--- src/rtl/core/sgdm_pkg.sv ---
package sgdm_pkg;

  localparam int unsigned IdxW  = 12;
  localparam int unsigned DataW = 32;
  localparam int unsigned FracW = 16;
  localparam int unsigned ProdW = FracW + 1 + DataW;
  localparam int unsigned RndW  = ProdW - FracW;
  localparam int unsigned SumW  = DataW + 2;

  typedef enum logic [1:0] {
    CFG_LEARN_RATE      = 2'd0,
    CFG_MOMENTUM_FACTOR = 2'd1,
    CFG_USE_MOMENTUM    = 2'd2
  } cfg_idx_e;

  typedef struct packed {
    logic [FracW-1:0] learn_rate;
    logic [FracW-1:0] momentum_factor;
    logic             use_momentum;
  } cfg_t;

  localparam cfg_t CfgReset = '{
    learn_rate:      16'd655,
    momentum_factor: 16'd58982,
    use_momentum:    1'b1
  };

  typedef struct packed {
    logic [IdxW-1:0]         idx;
    logic signed [DataW-1:0] weight;
    logic signed [DataW-1:0] grad;
    logic                    fresh;
  } in_item_t;

  typedef struct packed {
    logic                    valid;
    logic [IdxW-1:0]         idx;
    logic signed [DataW-1:0] weight;
    logic signed [DataW-1:0] dir;
    logic                    sat;
  } mom_item_t;

  typedef struct packed {
    logic [IdxW-1:0]         idx;
    logic signed [DataW-1:0] weight;
    logic                    sat;
  } out_item_t;

  typedef struct packed {
    logic signed [DataW-1:0] value;
    logic                    sat;
  } sat_t;

  // round half up: floor((p + 2^15) / 2^16)
  function automatic logic signed [RndW-1:0] round_q16(input logic signed [ProdW-1:0] p);
    logic signed [ProdW-1:0] biased;
    biased = p + ProdW'(32768);
    return biased[ProdW-1:FracW];
  endfunction

  function automatic sat_t sat32(input logic signed [SumW-1:0] v);
    sat_t r;
    if (v > SumW'(64'sd2147483647)) begin
      r.value = 32'sh7fffffff;
      r.sat   = 1'b1;
    end else if (v < -SumW'(64'sd2147483648)) begin
      r.value = 32'sh80000000;
      r.sat   = 1'b1;
    end else begin
      r.value = v[DataW-1:0];
      r.sat   = 1'b0;
    end
    return r;
  endfunction

endpackage

--- src/rtl/core/sgdm_apply.sv ---
module sgdm_apply import sgdm_pkg::*; (
  input  logic             clk_i,
  input  logic             rst_ni,
  input  logic             en_i,
  input  logic [FracW-1:0] learn_rate_i,
  input  mom_item_t        item_i,
  output logic             out_valid_o,
  output out_item_t        out_item_o
);

  logic                    s3_valid_q;
  logic signed [ProdW-1:0] s3_prod_q;
  logic [IdxW-1:0]         s3_idx_q;
  logic signed [DataW-1:0] s3_weight_q;
  logic                    s3_sat_q;

  logic signed [RndW-1:0] step;
  logic signed [SumW-1:0] diff;
  sat_t                   w_new;

  logic      s4_valid_q;
  out_item_t s4_item_q;

  assign step  = round_q16(s3_prod_q);
  assign diff  = SumW'(s3_weight_q) - SumW'(step);
  assign w_new = sat32(diff);

  always_ff @(posedge clk_i or negedge rst_ni) begin
    if (!rst_ni) begin
      s3_valid_q <= 1'b0;
      s4_valid_q <= 1'b0;
    end else if (en_i) begin
      s3_valid_q <= item_i.valid;
      s4_valid_q <= s3_valid_q;
    end
  end

  always_ff @(posedge clk_i) begin
    if (en_i) begin
      s3_prod_q   <= $signed({1'b0, learn_rate_i}) * item_i.dir;
      s3_idx_q    <= item_i.idx;
      s3_weight_q <= item_i.weight;
      s3_sat_q    <= item_i.sat;
      s4_item_q   <= '{idx: s3_idx_q, weight: w_new.value, sat: s3_sat_q || w_new.sat};
    end
  end

  assign out_valid_o = s4_valid_q;
  assign out_item_o  = s4_item_q;

endmodule

--- config.mk ---
export PLATFORM = sky130hd
export DESIGN_NAME = sgdm_apply
export DESIGN_NICKNAME = d
export VERILOG_FILES = /design/src/rtl/core/sgdm_pkg.sv /design/src/rtl/core/sgdm_apply.sv
export SDC_FILE = /design/constraint.sdc
export NUM_CORES = 1
export LEC_CHECK = 0
export BUFFER_PORTS_ARGS = -buffer_cell sky130_fd_sc_hd__buf_2
export CELL_PAD_IN_SITES_DETAIL_PLACEMENT = 1
export CELL_PAD_IN_SITES_GLOBAL_PLACEMENT = 1
export CORE_MARGIN = 4
export CORE_UTILIZATION = 50
export CTS_CLUSTER_SIZE = 12
export DETAILED_ROUTE_END_ITERATION = 8
export PLACE_DENSITY_LB_ADDON = 0.1
export SLEW_MARGIN = 20
export SYNTH_ARGS = -nofsm -noshare
export SYNTH_HDL_FRONTEND = slang
export SYNTH_SLANG_ARGS = --single-unit
--- constraint.sdc ---
create_clock -name clk_i -period 5.1 [get_ports clk_i]
set_input_delay 0.255 -clock clk_i [delete_from_list [all_inputs] [get_ports clk_i]]
set_output_delay 0.255 -clock clk_i [all_outputs]
set_load 0.1 [all_outputs]
==> metrics.cfg <==
[global_route]
antenna_found_initial=2
grt_usage=0.293
met2_usage=0.531
grt_overflow=0
met3_usage=0.0296
top_usage_layer=met2
grt_pass1_vias=21585
grt_start_max_net_pins=75
grt_pass1_wl_um=116000
use_met1=0.374

[floorplanning]
initial_core_util=0.507
rows=79
die_w_um=225
fp.dieArea_um2=50800
die_h_um=225
num_io_pins=143
core_area_um2=46700

[finish]
multi_input_area_um2=18000
stdcell_area_um2=29100
stdcell_count=3471
fillers=5190
layout.nets=3583
area_growth_pct=22.9
seqCellArea_um2=3770
layout-drive-gt1-share=0.211

[timing]
hold_viol=0
finalMaxSlewViolations=0
tightest_slew_ns=0.939
post-route-period-util=1.17
fin_crit_ns=5.94
whs_ns=0.0175
fmax_mhz=168
finalSetupViolCount=32
relSlewSlack=0.374
skew_ns=0.0101
rsz0062_at_grt=yes
setup_ws_ns=-0.844

[yosys]
synthFlopType=edfxtp_1
synth_area_um2=23600
muxShareOfSynthArea=0.000953
syn-num-nets=3183
ys_types=58
synth.avg_cell_area_um2=9.65
synth_area_leaders=fa_1 (41%), edfxtp_1 (16%), inv_1 (9.1%)
syn_inst=2449
yosys.area.top_type=fa_1
synthAdderAreaFrac=0.492
synth_compound_area_frac=0.0619
synth_top_family_by_area=adder cells
seq_area_frac_synth=0.160
async_flop_share=0.0159
synth_seq_cells=126
synth_edf_count=124
synth_common_cells=inv_1 (573), fa_1 (488), nand2_1 (332), and2_1 (232), ha_1 (149)
synth_xor_area_frac=0.0374
synth_most_common_cell=inv_1
yosysWarnings=0
synth_top_area_share=0.413
post_synth_and_or_nand_nor_area_fraction=0.141

[critical_path]
crit_end=s3_prod_q[47]
cp-start-kind=input port
worst-setup-path-type=input port to flip-flop
cp-end-kind=flip-flop
arrival_ns=6.10
ff2ff_setup_slack_ns=0.19
required_ns=5.26
r2r_cells=22
critPathMaxFanout=30
setup.worst_path.start=learn_rate_i[6]
r2r-end=out_item_o[11]
regToRegStartpoint=s3_prod_q[18]

[place]
dp.cells=3356
gp_congestion=0.922
dp_hpwl_um=60600
port_buffers=142
pre_cts_ws_ns=-1.70
placed_area_um2=26900

[cts]
root_buffer=clkbuf_16
cts.sinks=126
htree_levels=4
numCtsBuffers=17
cts_max_path_buffers=2
clk_latency_ns=0.43
tritoncts=yes
clk_pin_slew_ns=0.05

[route]
wl_per_cell_um=21.3
via_count=18411
dr.first_iter.drc_count=1347
drc=0
firstDrtPassIters=5
final_antenna_net_count=0
wirelength_um=73800
avgViaCountPerCell=5.30

[status]
status=complete, but fails checks
violations=negative setup slack

[run]
maxCapViolCount=0

[worst_hold_path]
holdPathStages=1
worstHoldPathType=input port to flip-flop

## worst max-delay path, cell delays in order
cell	delay (ns)
buf_8	0.15
buf_4	0.18
and2_4	0.14
fa_1	0.53
inv_1	0.07
fa_1	0.48
inv_1	0.05
fa_1	0.53
fa_1	0.45
fa_1	0.51
inv_1	0.08
fa_1	0.39
inv_1	0.12
ha_4	0.22
a21oi_2	0.18
o21a_1	0.15
o21ai_2	0.06
a31oi_2	0.21
o2111ai_2	0.18
buf_4	0.18
o211ai_1	0.22
a21oi_1	0.13
o21a_2	0.26
o2111ai_2	0.19
a31oi_1	0.12
## kinds of logic (layout without fill, tap and decap cells)
kind of cell | count (synthesis) | in the layout
muxes | 2 | 2
AOI/OAI and AO/OA | 229 | 229
xor gates and xnor gates | 100 | 100
and+or+nand+nor | 686 | 686
DFF | 126 | 126
buffers and inverters | 669 | 1082
adders and majority gates | 637 | 637
other | 0 | 2
## what timing repair did
action                                 CTS  global route
setup buffers                           26            13
hold buffers                            40             1
pin swaps                               64            29
resized for setup                      139            53
cloned                                   2             1
endpoints found under the hold margin   41             1
setup endpoints to repair               65            64
## cells in the final DEF, fill, tap and decap left out, drive strengths merged, types with 3 or more instances in the layout
cell type      n
inv          573
fa           488
buf          428
nand2        332
and2         232
ha           149
edfxtp       124
o21ai         65
a21oi         60
xnor2         50
xor2          50
dlygate4sd3   41
nor2          39
a21o          38
clkbuf        32
nand3         25
nand4         13
o21a          13
and3          11
nor2b         10
nor3           7
a31oi          6
o21bai         5
o211ai         4
o31a           4
o2111ai        4
a211oi         4
or2            3
or3            3
o31ai          3
nand2b         3
a2111oi        3
a211o          3
and4           3
## layer usage
metal	wire, µm	vias to the layer above	part of all wire
met3	3360	135	0.045
li1	-	8181	-
met5	13	-	0.00018
met1	30200	9605	0.41
met2	38100	488	0.52
met4	2130	2	0.029
## final cells by class
type,instances,area share
sequential,126,0.130
multi-input combinational,1654,0.619
antenna,2,0.000172
tap,607,0.0261
clock inverter,6,0.00293
inverter,573,0.0740
timing repair buffer,477,0.131
clock buffer,26,0.0172
## sequential cells by signal, summed over array words and instances, names as in the netlist
signal	count
out_valid_o	1
s3_weight_q	32
s3_prod_q	34
s3_sat_q	1
s3_valid_q	1
s3_idx_q	12
out_item_o	45
## metrics by stage
stage                     utilization  TNS (ns)
after floorplan                     -    -10.72
after global placement          0.577    -35.16
after detailed placement        0.577    -41.00
after CTS                       0.615    -13.68
after global routing            0.623    -23.96
final                           0.623    -17.92
## worst min path at each step
| stage | from | end | slack, ns |
|---|---|---|---|
| after global routing | item_i[49] | s3_weight_q[16] | 0.009 |
| after detailed placement | rst_ni | out_valid_o | 0.05 |
| after CTS | item_i[44] | s3_weight_q[11] | 0.0004 |
| final | item_i[49] | s3_weight_q[16] | 0.02 |
| after floorplan | rst_ni | out_valid_o | -0.04 |
| after global placement | rst_ni | out_valid_o | 0.04 |
Power is not shown: default switching activity piles up to over one toggle a cycle in this logic, so the estimate is an artifact.
