### config.mk
export PLATFORM = sky130hd
export DESIGN_NAME = sgdm_cfg_regs
export DESIGN_NICKNAME = d
export VERILOG_FILES = /design/src/rtl/core/sgdm_pkg.sv /design/src/rtl/core/sgdm_cfg_regs.sv
export SDC_FILE = /design/constraint.sdc
export NUM_CORES = 1
export LEC_CHECK = 0
export ABC_AREA = 1
export BUFFER_PORTS_ARGS = -buffer_cell sky130_fd_sc_hd__clkbuf_2
export CAP_MARGIN = 20
export CELL_PAD_IN_SITES_DETAIL_PLACEMENT = 0
export CELL_PAD_IN_SITES_GLOBAL_PLACEMENT = 2
export CORE_MARGIN = 2
export CORE_UTILIZATION = 24
export DETAILED_ROUTE_END_ITERATION = 12
export PLACE_DENSITY = 0.73
export RECOVER_POWER = 100
export SLEW_MARGIN = 20
export SYNTH_ARGS = -nofsm -noshare
export SYNTH_HDL_FRONTEND = slang
export SYNTH_SLANG_ARGS = --single-unit
export TNS_END_PERCENT = 5
### constraint.sdc
create_clock -name clk_i -period 0.8 [get_ports clk_i]
set_input_delay 0.08 -clock clk_i [delete_from_list [all_inputs] [get_ports clk_i]]
set_output_delay 0.08 -clock clk_i [all_outputs]
set_load 0.02 [all_outputs]
### src/rtl/core/sgdm_pkg.sv
package sgdm_pkg;

  localparam int unsigned IdxW  = 12;
  localparam int unsigned DataW = 32;
  localparam int unsigned FracW = 16;
  localparam int unsigned ProdW = FracW + 1 + DataW;
  localparam int unsigned RndW  = ProdW - FracW;
  localparam int unsigned SumW  = DataW + 2;

  typedef enum logic [1:0] {
    CFG_LEARN_RATE      = 2'd0,
    CFG_MOMENTUM_FACTOR = 2'd1,
    CFG_USE_MOMENTUM    = 2'd2
  } cfg_idx_e;

  typedef struct packed {
    logic [FracW-1:0] learn_rate;
    logic [FracW-1:0] momentum_factor;
    logic             use_momentum;
  } cfg_t;

  localparam cfg_t CfgReset = '{
    learn_rate:      16'd655,
    momentum_factor: 16'd58982,
    use_momentum:    1'b1
  };

  typedef struct packed {
    logic [IdxW-1:0]         idx;
    logic signed [DataW-1:0] weight;
    logic signed [DataW-1:0] grad;
    logic                    fresh;
  } in_item_t;

  typedef struct packed {
    logic                    valid;
    logic [IdxW-1:0]         idx;
    logic signed [DataW-1:0] weight;
    logic signed [DataW-1:0] dir;
    logic                    sat;
  } mom_item_t;

  typedef struct packed {
    logic [IdxW-1:0]         idx;
    logic signed [DataW-1:0] weight;
    logic                    sat;
  } out_item_t;

  typedef struct packed {
    logic signed [DataW-1:0] value;
    logic                    sat;
  } sat_t;

  // round half up: floor((p + 2^15) / 2^16)
  function automatic logic signed [RndW-1:0] round_q16(input logic signed [ProdW-1:0] p);
    logic signed [ProdW-1:0] biased;
    biased = p + ProdW'(32768);
    return biased[ProdW-1:FracW];
  endfunction

  function automatic sat_t sat32(input logic signed [SumW-1:0] v);
    sat_t r;
    if (v > SumW'(64'sd2147483647)) begin
      r.value = 32'sh7fffffff;
      r.sat   = 1'b1;
    end else if (v < -SumW'(64'sd2147483648)) begin
      r.value = 32'sh80000000;
      r.sat   = 1'b1;
    end else begin
      r.value = v[DataW-1:0];
      r.sat   = 1'b0;
    end
    return r;
  endfunction

endpackage

### src/rtl/core/sgdm_cfg_regs.sv
module sgdm_cfg_regs import sgdm_pkg::*; (
  input  logic             clk_i,
  input  logic             rst_ni,
  input  logic             cfg_valid_i,
  output logic             cfg_ready_o,
  input  logic [1:0]       cfg_index_i,
  input  logic [FracW-1:0] cfg_data_i,
  output cfg_t             cfg_o
);

  cfg_t cfg_d, cfg_q;

  assign cfg_ready_o = 1'b1;
  assign cfg_o       = cfg_q;

  always_comb begin
    cfg_d = cfg_q;
    if (cfg_valid_i) begin
      case (cfg_idx_e'(cfg_index_i))
        CFG_LEARN_RATE:      cfg_d.learn_rate      = cfg_data_i;
        CFG_MOMENTUM_FACTOR: cfg_d.momentum_factor = cfg_data_i;
        CFG_USE_MOMENTUM:    cfg_d.use_momentum    = cfg_data_i[0];
        default:             cfg_d = cfg_q;
      endcase
    end
  end

  always_ff @(posedge clk_i or negedge rst_ni) begin
    if (!rst_ni) begin
      cfg_q <= CfgReset;
    end else begin
      cfg_q <= cfg_d;
    end
  end

endmodule

==> results.yml, run 1 <==
status:
  status: "complete, but fails checks"
  violations: "negative setup slack"
sta:
  setup_viol: 33
  fin_crit_sh_pct: 130.0
  fin_tns_setup_ns: -5.342
  fmax_mhz: 961.7
  hold_viol: 0
  fin_skew_ns: 0
  finalCriticalPeriod_ns: 1.040
  maxSlewViolCount: 0
  setup_slack_ns: -0.2398
  rsz0062_at_grt: "true"
worst_setup_path:
  cpPeakStageDelay_ns: 0.56
  critPathCaptureType: "primary output"
  crit_buf_inv: 1
  cp_slowest_cell: "dfstp_1"
  cp_max_fo: 2
  critPathRequiredTime_ns: 0.72
  crit_path_start_kind: "flop"
  path_cells: "buf_8"
  crit_arrival_ns: 0.96
  crit_family: "flip-flops"
  crit_type: "flop to primary output"
yosys:
  synth_top_flop_cell: "dfrtp_1"
  yosys.area.top_type_share_pct: 30.33
  yosys-top-cells-area: "dfrtp_1 (30%), dfstp_2 (30%), nand2_1 (18%)"
  synthArstFlopShare_pct: 100.0
  synth-edff-count: 0
  yosysMostFrequentCell: "nand2_1"
  yosys_warnings: 0
  synthDistinctLibCells: 15
  ys_seq_elements: 33
  yosys.area.top_type: "dfrtp_1"
  syn-instance-count: 150
  synth_area_um2: 1403
  syn_nets: 171
  seq_area_frac_synth_pct: 60.30
  synthTopCellsByCount: "nand2_1 (66), dfrtp_1 (17), nand3_1 (17), nand4_1 (17), dfstp_2 (16)"
  syn_avg_cell_area_um2: 9.351
clock_tree:
  cts_root_buffer: "clkbuf_8"
  cts_sinks: 33
  path_clk_slew_ns: 0.06
  clk_latency_ns: 0.28
  ctsHtreeMaxLevel: 2
  cts_tree: "yes"
  cts_buffers: 5
  cts_buffer_depth: 2
cells_and_area:
  area.growth.synth_to_final_pct: 47.37
  drive_gt1_share_pct: 42.06
  largest_reg_flops: 33
  final_cells: 286
  fin_util_pct: 37.08
  layout.nets: 234
  diodes: 0
detailed_routing:
  vias_per_cell: 4.371
  drt_iter0_drc: 85
  post-route-drc-count: 0
  first_pass_iters: 4
  drt-total-wl_mm: 3.783
  wire_per_inst_um: 13.23
  drtAntennaViolNets: 0
  num_vias: 1250
floorplan:
  num_io_pins: 55
  core_um2: 5574
  die_h_um: 80.45
  rows: 27
  die_area_um2: 6471
  initial_core_util_pct: 25.16
  die_x_um: 80.45
global_routing:
  overflow: 0
  grt_pass1_wl_mm: 6.486
  antenna_found_initial: 0
  grt_max_degree: 34
  grt_pass1_vias: 1326
  track_usage_pct: 13.23
place:
  dp_cells: 276
  place.gp.congestion: 0.7106
  port_buffers: 53
  dpl.hpwl_mm: 2.741
job:
  drv_cap: 0
power_and_ir_drop:
  power.density_nw_per_um2: 2382
  p_leak_nw: 1.076
  irDropWorstVdd_mv: 1.083
min_path:
  min_path_type: "primary input to flop"
## area by class of cell
cell class                      count  area [um^2]
Fill cell                         588         3507
Tap cell                           72        90.09
Clock buffer                        8        90.09
Timing Repair Buffer               67        558.0
Multi-Input combinational cell    104        475.5
Inverter                            2        7.507
Sequential cell                    33        845.8
## what timing repair did
item                                    in CTS  in global routing
endpoints found under the setup margin      33                 33
resized for setup                           31                 35
buffers inserted                             0                  1
hold buffers                                 1                  0
hold endpoints to repair                    33                  0
## metrics by stage
stage | power (mW) | cell area [um^2] | setup slack (ns) | hold WS [ns]
2_1_floorplan | 2.855 | 1403 | 0.006704 | -0.2156
3_3_place_gp | 3.341 | 1787 | 0.01420 | 0.06070
3_5_place_dp | 3.344 | 1787 | 0.01693 | 0.05904
4_1_cts | 4.877 | 2027 | -0.2648 | 0.003635
5_1_grt | 5.215 | 2067 | -0.2721 | 0.01031
6_report | 4.924 | 2067 | -0.2398 | 0.006769
## cells in the final DEF, fill, tap and decap left out, drive strengths merged
| cell type | synthesis | layout |
|---|---|---|
| dlygate4sd3 | 0 | 1 |
| nand2 | 67 | 67 |
| dfstp | 16 | 16 |
| nor2 | 1 | 1 |
| conb | 1 | 1 |
| clkbuf | 1 | 34 |
| nand4 | 17 | 17 |
| inv | 2 | 2 |
| nand3 | 18 | 18 |
| buf | 10 | 40 |
| dfrtp | 17 | 17 |
## routing by layer
metal / vias to the layer above / global-route usage [%] / part of all wire (%)
li1: 619 / - / -
met1: 581 / 16.38 / 47
met2: 43 / 20.83 / 44
met3: 7 / 5.618 / 7.3
met4: 0 / 4.068 / 1.1
met5: - / 0 / 0
## power by group
group | internal [mW] | switching, mW
Sequential | 2.03 | 0.204
Clock | 0.701 | 0.583
Combinational | 0.661 | 0.745
## kinds of logic after synthesis
group,synth area share [%]
simple gates,33.63
flops,60.30
buf+inv,5.797
other cells,0.2674
## final timing paths
| check | endpoint | startpoint | slack, ns | cells past startpoint |
|---|---|---|---|---|
| setup / recovery | cfg_o[15] | cfg_o[15]$_DFFE_PN1P_ | -0.24 | 1 |
| hold / removal | cfg_o[20]$_DFFE_PN1P_ | cfg_data_i[3] | 0.007 | 3 |
| setup reg to reg | cfg_o[14]$_DFFE_PN1P_ | cfg_o[14]$_DFFE_PN1P_ | 0.01 | 3 |
| hold reg to reg | cfg_o[4]$_DFFE_PN0P_ | cfg_o[4]$_DFFE_PN0P_ | 0.47 | 2 |
| max in group asynchronous | cfg_o[20]$_DFFE_PN1P_ | rst_ni | 0.10 | 3 |
| min in group asynchronous | cfg_o[1]$_DFFE_PN0P_ | rst_ni | 0.36 | 3 |
Power figures use the tool's default switching activity.
==> inputs of run 2 (changes only) <==
--- a/config.mk
+++ b/config.mk
@@ -14,7 +14,7 @@
 export CORE_UTILIZATION = 24
 export DETAILED_ROUTE_END_ITERATION = 12
 export PLACE_DENSITY = 0.73
-export RECOVER_POWER = 100
+export RECOVER_POWER = 25
 export SLEW_MARGIN = 20
 export SYNTH_ARGS = -nofsm -noshare
 export SYNTH_HDL_FRONTEND = slang
==> run 2 against run 1 <==
  * The flow still finishes with violations (negative setup slack)
  * Sequential share of layout area stayed put
  * Die area did not move
  * Critical path depth did not move
  * Flip-flop and latch count is the same
  * Combinational power hardly changed
  * Core utilization did not move
  * Clock-buffer cell count unchanged
  * Critical path type unchanged
  * Critical endpoint is now cfg_o[3]
==> results.yml, run 2 (synthesis gave the netlist of run 1 again) <==
status:
  status: "complete, but fails checks"
  violations: "negative setup slack"
cells_and_area:
  fillers: 588
  drive_gt1_share_pct: 42.99
  final_common_cell: "nand2_1"
  diodes: 0
  largest_reg_flops: 33
  fin_util_pct: 37.08
  final_cell_mix: "nand2_1 (66), clkbuf_2 (26), nand3_1 (17), nand4_1 (17), dfrtp_1 (17)"
  layout.nets: 234
  area.growth.synth_to_final_pct: 47.37
  final_area_um2: 2067
worst_setup_path:
  crit_buf_inv: 1
  cp_slowest_cell: "dfstp_2"
  crit_family: "flip-flops"
  critPathRequiredTime_ns: 0.72
  cpPeakStageDelay_ns: 0.56
  crit_arrival_ns: 0.95
  critPathCaptureType: "primary output"
  crit_type: "flop to primary output"
  path_cells: "buf_8"
  cp_max_fo: 2
  crit_path_start_kind: "flop"
place:
  place.gp.congestion: 0.7106
  port_buffers: 53
  dpl-instance-area_um2: 1787
  dp_slack_ns: 0.01693
  dpl.hpwl_mm: 2.741
global_routing:
  antenna_found_initial: 0
  grt_pass1_wl_mm: 6.486
  grt_pass1_vias: 1326
  track_usage_pct: 13.23
  overflow: 0
  grt_max_degree: 34
detailed_routing:
  vias_per_cell: 4.378
  wire_per_inst_um: 13.22
  drt_iter0_drc: 89
  first_pass_iters: 4
  drt-total-wl_mm: 3.782
  drtAntennaViolNets: 0
  num_vias: 1252
  post-route-drc-count: 0
clock_tree:
  cts_root_buffer: "clkbuf_8"
  cts_buffer_depth: 2
  clk_latency_ns: 0.28
  path_clk_slew_ns: 0.06
  cts_tree: "yes"
  cts_sinks: 33
  cts_buffers: 5
  ctsHtreeMaxLevel: 2
sta:
  fmax_mhz: 967.2
  maxSlewViolCount: 0
  hold_viol: 0
  setup_viol: 33
  fin_skew_ns: 0
  finalCriticalPeriod_ns: 1.034
  rsz0062_at_grt: "true"
  fin_crit_sh_pct: 129.2
  setup_slack_ns: -0.2339
  fin_hold_ws_ns: 0.006820
floorplan:
  initial_core_util_pct: 25.16
  core_um2: 5574
  num_io_pins: 55
  die_x_um: 80.45
  die_h_um: 80.45
  die_area_um2: 6471
  rows: 27
min_path:
  min_path_type: "primary input to flop"
job:
  drv_cap: 0
power_and_ir_drop:
  power.density_nw_per_um2: 2385
  irDropWorstVdd_mv: 1.083
  p_leak_nw: 1.077
-- run 2: cell counts in the layout (fill, tap and decap cells not counted) --
Identical to the previous run, type by type.
-- run 2: final cells by class --
| class | count | area (um^2) | area share, % |
|---|---|---|---|
| Sequential cell | 33 | 845.8 | 40.92 |
| Timing Repair Buffer | 67 | 558.0 | 27.00 |
| Multi-Input combinational cell | 104 | 475.5 | 23.00 |
| Clock buffer | 8 | 90.09 | 4.358 |
| Tap cell | 72 | 90.09 | 4.358 |
| Inverter | 2 | 7.507 | 0.3632 |
-- run 2: path summary, 6_finish.rpt --
check                      cells after the start                     to  slack, ns                   from
setup / recovery                               1               cfg_o[3]      -0.23   cfg_o[3]$_DFFE_PN1P_
hold / removal                                 3  cfg_o[20]$_DFFE_PN1P_      0.007          cfg_data_i[3]
setup reg to reg                               3  cfg_o[14]$_DFFE_PN1P_       0.01  cfg_o[14]$_DFFE_PN1P_
hold reg to reg                                2   cfg_o[4]$_DFFE_PN0P_       0.47   cfg_o[4]$_DFFE_PN0P_
max in group asynchronous                      3  cfg_o[20]$_DFFE_PN1P_       0.10                 rst_ni
min in group asynchronous                      3   cfg_o[1]$_DFFE_PN0P_       0.36                 rst_ni
-- run 2: metal layers --
metal / share of wire [%] / up-vias / GRT usage [%]
met2: 44 / 43 / 20.83
met1: 47 / 582 / 16.38
met3: 7.4 / 7 / 5.618
met4: 1.1 / 0 / 4.068
li1: - / 620 / -
met5: 0 / - / 0
-- run 2: report_power, final --
part | total [mW] | leakage [nW] | switching [mW] | internal (mW)
Combinational | 1.41 | 0.652 | 0.745 | 0.661
Sequential | 2.24 | 0.380 | 0.204 | 2.04
Clock | 1.28 | 0.0455 | 0.583 | 0.701
-- run 2: metrics by stage --
step                      cells  power, mW  TNS (ns)
after floorplan             150      2.855         0
after global placement      276      3.341         0
after detailed placement    276      3.344         0
after CTS                   285      4.877    -6.101
after global routing        286      5.221    -6.471
final                       286      4.930    -5.303
-- run 2: repair_timing --
item                                    4_1_cts  5_1_grt
endpoints found under the hold margin        33        0
pin swaps                                     0        0
gates cloned                                  0        0
hold buffers                                  1        0
endpoints found under the setup margin       33       33
resized for setup                            31       35
setup buffers                                 0        1
